<file path="config.mk">
export PLATFORM = sky130hd
export DESIGN_NAME = fopm_ctrl
export DESIGN_NICKNAME = d
export VERILOG_FILES = /design/src/design/fopm_pkg.sv /design/src/design/fopm_ctrl.sv
export SDC_FILE = /design/constraint.sdc
export NUM_CORES = 1
export LEC_CHECK = 0
export ABC_AREA = 1
export BUFFER_PORTS_ARGS = -buffer_cell sky130_fd_sc_hd__clkbuf_2
export CAP_MARGIN = 10
export CORE_AREA = 2 2 39 41
export DETAILED_ROUTE_END_ITERATION = 16
export DIE_AREA = 0 0 41 43
export GPL_TIMING_DRIVEN = 0
export PLACE_DENSITY_LB_ADDON = 0.05
export RECOVER_POWER = 50
export SLEW_MARGIN = 20
export SYNTH_ARGS = -nofsm -noshare
export SYNTH_HDL_FRONTEND = slang
export SYNTH_SLANG_ARGS = --single-unit
</file>
<file path="constraint.sdc">
create_clock -name clk -period 1.1 [get_ports clk]
set_input_delay 0.22 -clock clk [delete_from_list [all_inputs] [get_ports clk]]
set_output_delay 0.22 -clock clk [all_outputs]
set_load 0.005 [all_outputs]
</file>
<file path="src/design/fopm_pkg.sv">
package fopm_pkg;

	// Port widths of the payload fields
	localparam int BASE_W = 64;
	localparam int EXP_W  = 64;
	localparam int MOD_W  = 11;
	localparam int RES_W  = 10;

	// Defaults of the top-level parameters
	localparam int MAX_MODULUS_DEF = 1024;
	localparam int TABLE_DEPTH_DEF = 8192;

	typedef enum logic [2:0] {
		ST_IDLE,
		ST_START,
		ST_FILL,
		ST_AMOD,
		ST_POWI,
		ST_POW,
		ST_READ,
		ST_DONE
	} state_t;

	// Controller to datapath
	typedef struct packed {
		logic load;
		logic fill_step;
		logic amod_step;
		logic pow_init;
		logic mul_step;
		logic rd_en;
		logic out_load;
	} cmd_t;

	// Datapath to controller
	typedef struct packed {
		logic small_mod;
		logic fill_done;
		logic amod_done;
		logic pow_done;
		logic out_free;
	} sts_t;

endpackage

</file>
<file path="src/design/fopm_ctrl.sv">
module fopm_ctrl (
	input  logic            clk,
	input  logic            arst_n,
	input  logic            in_valid,
	output logic            in_stall,
	input  fopm_pkg::sts_t  sts,
	output fopm_pkg::cmd_t  cmd
);
	import fopm_pkg::*;

	state_t state_q;
	state_t state_d;

	// State register
	always_ff @(posedge clk or negedge arst_n) begin
		if (!arst_n) begin
			state_q <= ST_IDLE;
		end else begin
			state_q <= state_d;
		end
	end

	// Next state and commands
	always_comb begin
		state_d  = state_q;
		cmd      = '0;
		in_stall = 1'b1;
		unique case (state_q)
			ST_IDLE: begin
				in_stall = 1'b0;
				if (in_valid) begin
					cmd.load = 1'b1;
					state_d  = ST_START;
				end
			end
			ST_START: begin
				state_d = sts.small_mod ? ST_DONE : ST_FILL;
			end
			ST_FILL: begin
				cmd.fill_step = 1'b1;
				if (sts.fill_done) begin
					state_d = ST_AMOD;
				end
			end
			ST_AMOD: begin
				cmd.amod_step = 1'b1;
				if (sts.amod_done) begin
					state_d = ST_POWI;
				end
			end
			ST_POWI: begin
				cmd.pow_init = 1'b1;
				state_d      = ST_POW;
			end
			ST_POW: begin
				cmd.mul_step = 1'b1;
				if (sts.pow_done) begin
					state_d = ST_READ;
				end
			end
			ST_READ: begin
				cmd.rd_en = 1'b1;
				state_d   = ST_DONE;
			end
			ST_DONE: begin
				if (sts.out_free) begin
					cmd.out_load = 1'b1;
					state_d      = ST_IDLE;
				end
			end
			default: begin
				state_d = ST_IDLE;
			end
		endcase
	end

endmodule

</file>
## Word-level counts from Yosys, hierarchy flattened

Index checks and enable logic that the tools add are counted.

- Register bits after elaboration: 3
- Input bits: 8
- Output and inout bits: 8
- Word-level logic and storage cells: 32

- Equal/unequal tests: 12
- Muxes and demuxes: 17
- Reductions and logical operators: 2

Operators by type and width:

| operator | count |
|---|---|
| $pmux 3 s8 | 1 |
| $mux 3 | 6 |
| $eq 3x3->1 const B | 4 |
| $mux 1 | 10 |
| $ne 2x2->1 const B | 5 |
| $eq 3x2->1 const B | 2 |
| $reduce_and 5->1 | 1 |
| $eq 3x1->1 const B | 1 |
| $logic_not 3->1 | 1 |

## Longest topological paths before layout

- Depth in word-level cells: 3
- Depth in mapped cells: 8
- Gate-level depth less buffers: 8

## Least setup slack after synthesis

Ideal clock, no wire load.

- Kind: reg-to-reg
- Start: register state_q[0]
- End: register state_q[1]
- Library setup time: 0.121 ns
- Arrival time: 0.983 ns
- Required time: 0.979 ns
- Path slack: -0.004 ns
- Stages on the path, launching flop included: 9
- Path buffers: 0
- Clock period less this slack: 1.104 ns
- Path through: dfrtp_1 -> inv_2 -> nand2_2 -> nor2_2 -> nand2_2 -> nand2_4 -> inv_2 -> nand3_1 -> nand2_1

- Cells in the longest elaborated chain, start to end: 3
- Elaborated cells on any way between the ends: 15
- Classes of those cells: 12 x eq/ne; 1 x mux; 2 x reduce/logical

Ends and longest elaborated chain:

| element | RTL line | text |
|---|---|---|
| start, declared | fopm_ctrl.sv:11 | `state_t state_q;` |
| start signal, assigned | fopm_ctrl.sv:19 | `state_q <= state_d;` |
| $eq 3x2->1 (tied with other cells) | fopm_ctrl.sv:28 | `unique case (state_q)` |
| $ne 2x2->1 (no line) | n/a |  |
| $reduce_and 5->1 (no line) | n/a |  |

Several ways; a longest one is shown, not always the timed one.
A chain may end at the register's enable or synchronous reset.

==> results by group <==
STA
  • Worst hold margin: 0.325 ns
  • Final critical-path required period: 1.29 ns
  • Final number of max-transition violations: 0
  • Hold Fails Final Rpt: 0
  • Maximum clock frequency: 775 MHz
  • Largest clock skew in the final design: 0.00265 ns
  • Relative slew slack: 83.6%
  • Final period util: 117%
  • Transition time of the tightest slew-check pin: 0.246 ns
  • Number of endpoints failing setup at the final stage: 11
  • Post-route worst setup slack: -0.190 ns
  • RSZ-0062 raised after global routing: true

Cells and area
  • Area added between synthesis and finish: 83.4%
  • Final Core Density: 42.0%
  • Most common cell after layout, fill and taps aside: clkbuf_2
  • Most frequent cells in the layout: clkbuf_2, inv_1, nand2_1, buf_4, inv_2
  • Fraction of layout instances using a drive strength above 1: 67.1%
  • Post-layout net count: 85
  • Cell Count, Final, Fillers Out: 92
  • Most flops, register: state_q
  • Regs by FF count: state_q (3)
  • Antenna diodes: 0
  • Filler Cells Inserted: 160
  • Flip-flop count of the largest register after layout: 3

Global routing
  • Overall global routing resource usage: 13.2%
  • First-pass GRT wire length: 1500 microns
  • Met1 Track Usage GR: 15.9%
  • Global route overflow: 0
  • Met3 layer usage reported by global route: 4.71%
  • Initial antenna violation count: 0
  • Vias in the first global route: 375
  • Most Used Layer, Global Route: met2
  • Pin count of the biggest net entering global routing: 8
  • GR met2 Demand/Resource: 19.1%

Route
  • First drt pass iteration count: 3
  • Via Count: 383
  • Routed length per placed instance: 9.97 microns
  • Number of DRC markers after the initial detailed-route iteration: 2
  • Total Wirelength: 917 microns
  • Number of antenna-violating nets in the routed design: 0
  • Detailed-route vias per instance: 4.16
  • Count of unresolved DRC violations after routing: 0

Synth
  • Cell Area, Synth: 317 sq um
  • Mean Syn Cell Area: 6.59 sq um
  • Proportion of synthesized chip area in sequential cells: 23.7%
  • Count of synthesis-stage warnings from yosys: 0
  • Count of distinct cell types in the synthesized netlist: 17
  • Post-synthesis net count: 56
  • Flip-flop and latch count after synthesis: 3
  • Ranking of synthesized cells by area: dfrtp_1, inv_1, nor2_2
  • Cell taking the most area after synthesis: dfrtp_1
  • Synth top area share: 23.7%
  • Post-Synthesis Cells: 48

Clock tree
  • Max Root-Sink Buffers: 2
  • CTS Root Buffer Type: clkbuf_4
  • Total clock buffers created by CTS: 3
  • Clock latency on the worst-skew pair: 0.23 ns
  • Clock transition at the register clock pins on the worst setup and hold paths after CTS: 0.04 ns
  • Clock H-tree levels: 1
  • Sink count of the clock tree: 3
  • CTS tree: yes

Setup path
  • Worst-case register-to-register setup slack: -0.11 ns
  • Arrival @ worst endpoint: 1.07 ns
  • Crit path launch type: flop
  • Worst setup EP type: output pin
  • Critical setup path kind: flop to output pin
  • Crit Path Max Fanout: 7
  • Required arrival time at the worst endpoint: 0.88 ns

Place
  • Port Buffers: 15
  • Number of placed cells counting well taps: 79
  • Final weighted congestion in routability-driven placement: 0.714
  • Worst-case setup slack after placement: -0.0945 ns
  • Half-perimeter wire length after placement: 631 microns

Die
  • Total I/O pin count: 16
  • Vert. Die Dim: 43 microns
  • Site row count: 14
  • Die extent in x: 41 microns
  • Core Region: 1380 sq um
  • Total Die Area: 1760 sq um
  • Starting utilization of the core area: 22.9%

Power and ir drop
  • Max VDD drop: 1210 uV
  • Power density over the cells: 2880 nW/um^2
  • Leak: 0.000329 uW

Hold path
  • Min-Delay Path Class: input pin to async pin

Run
  • Max-cap violations: 0

Status
  • Violations in the final reports: negative setup slack
  • Status: complete, but fails checks
[synthesized netlist by cell type]
| cell type | instances |
|---|---|
| inv_1 | 9 |
| nand2_1 | 8 |
| nor2_2 | 5 |
| inv_2 | 4 |
| dfrtp_1 | 3 |
| nand2_2 | 3 |
| nand3_1 | 3 |
| nor2_1 | 3 |
| nand3_2 | 2 |
| a21oi_2 | 1 |
| a22o_1 | 1 |
| a31oi_1 | 1 |
| nand2_4 | 1 |
| nand4_1 | 1 |
| nand4_2 | 1 |
| nor3_1 | 1 |
| o21bai_1 | 1 |
[through the flow]
step	instance area [sq um]	TNS, ns	power, uW
floorplan	322	0	815
global placement	417	-0.464	1040
detailed placement	417	-0.408	1040
CTS	554	-1.96	1580
global route	581	-2.32	1850
finish	581	-1.57	1670
[layer usage]
metal | vias to the layer above | part of all wire, %
met5 | - | 0
met4 | 0 | 1.1
met3 | 2 | 2.7
met2 | 9 | 53
met1 | 168 | 43
li1 | 204 | -
[power breakdown]
part           internal (uW)  switching (uW)
clock network            136            53.9
logic                    565             613
registers                185             121
[worst paths after layout]
path                                             start                      to  cells after the start
worst max register to register  state_q[2]$_DFFE_PN0P_  state_q[1]$_DFFE_PN0P_                      5
min in group clk                                sts[3]  state_q[0]$_DFFE_PN0P_                      5
max in group asynchronous                       arst_n  state_q[0]$_DFFE_PN0P_                      2
worst max-delay path            state_q[1]$_DFFE_PN0P_                  cmd[3]                      2
worst min-delay path                            arst_n  state_q[2]$_DFFE_PN0P_                      2
worst min register to register  state_q[2]$_DFFE_PN0P_  state_q[0]$_DFFE_PN0P_                      4
[worst max-delay path, cell delays in order (launching register included)]
cell and delay, ns:
dfrtp_2 0.47, nor3_1 0.22, clkbuf_2 0.14
[final cells by class]
class | count | area, sq um | share of cell area, %
clock buffer | 4 | 26.3 | 4.53
inverter | 13 | 51.3 | 8.84
multi-input combinational | 32 | 253 | 43.5
sequential | 3 | 78.8 | 13.6
tap | 16 | 20.0 | 3.45
timing repair buffer | 24 | 151 | 26.1
[cell families (layout without fill, tap and decap cells)]
logic type | Yosys count | after routing | synth area share, %
DFF | 3 | 3 | 23.7
and+or+nand+nor | 28 | 28 | 51.0
AOI/OAI and AO/OA | 4 | 4 | 9.88
buffers and inverters | 13 | 41 | 15.4
[timing repair]
action,4_1_cts,5_1_grt
pin swaps,5,6
endpoints found under the setup margin,11,11
hold buffers,1,0
hold endpoints to repair,3,0
buffers inserted,7,1
resized for setup,12,8
(Power assumes the default switching activity.)
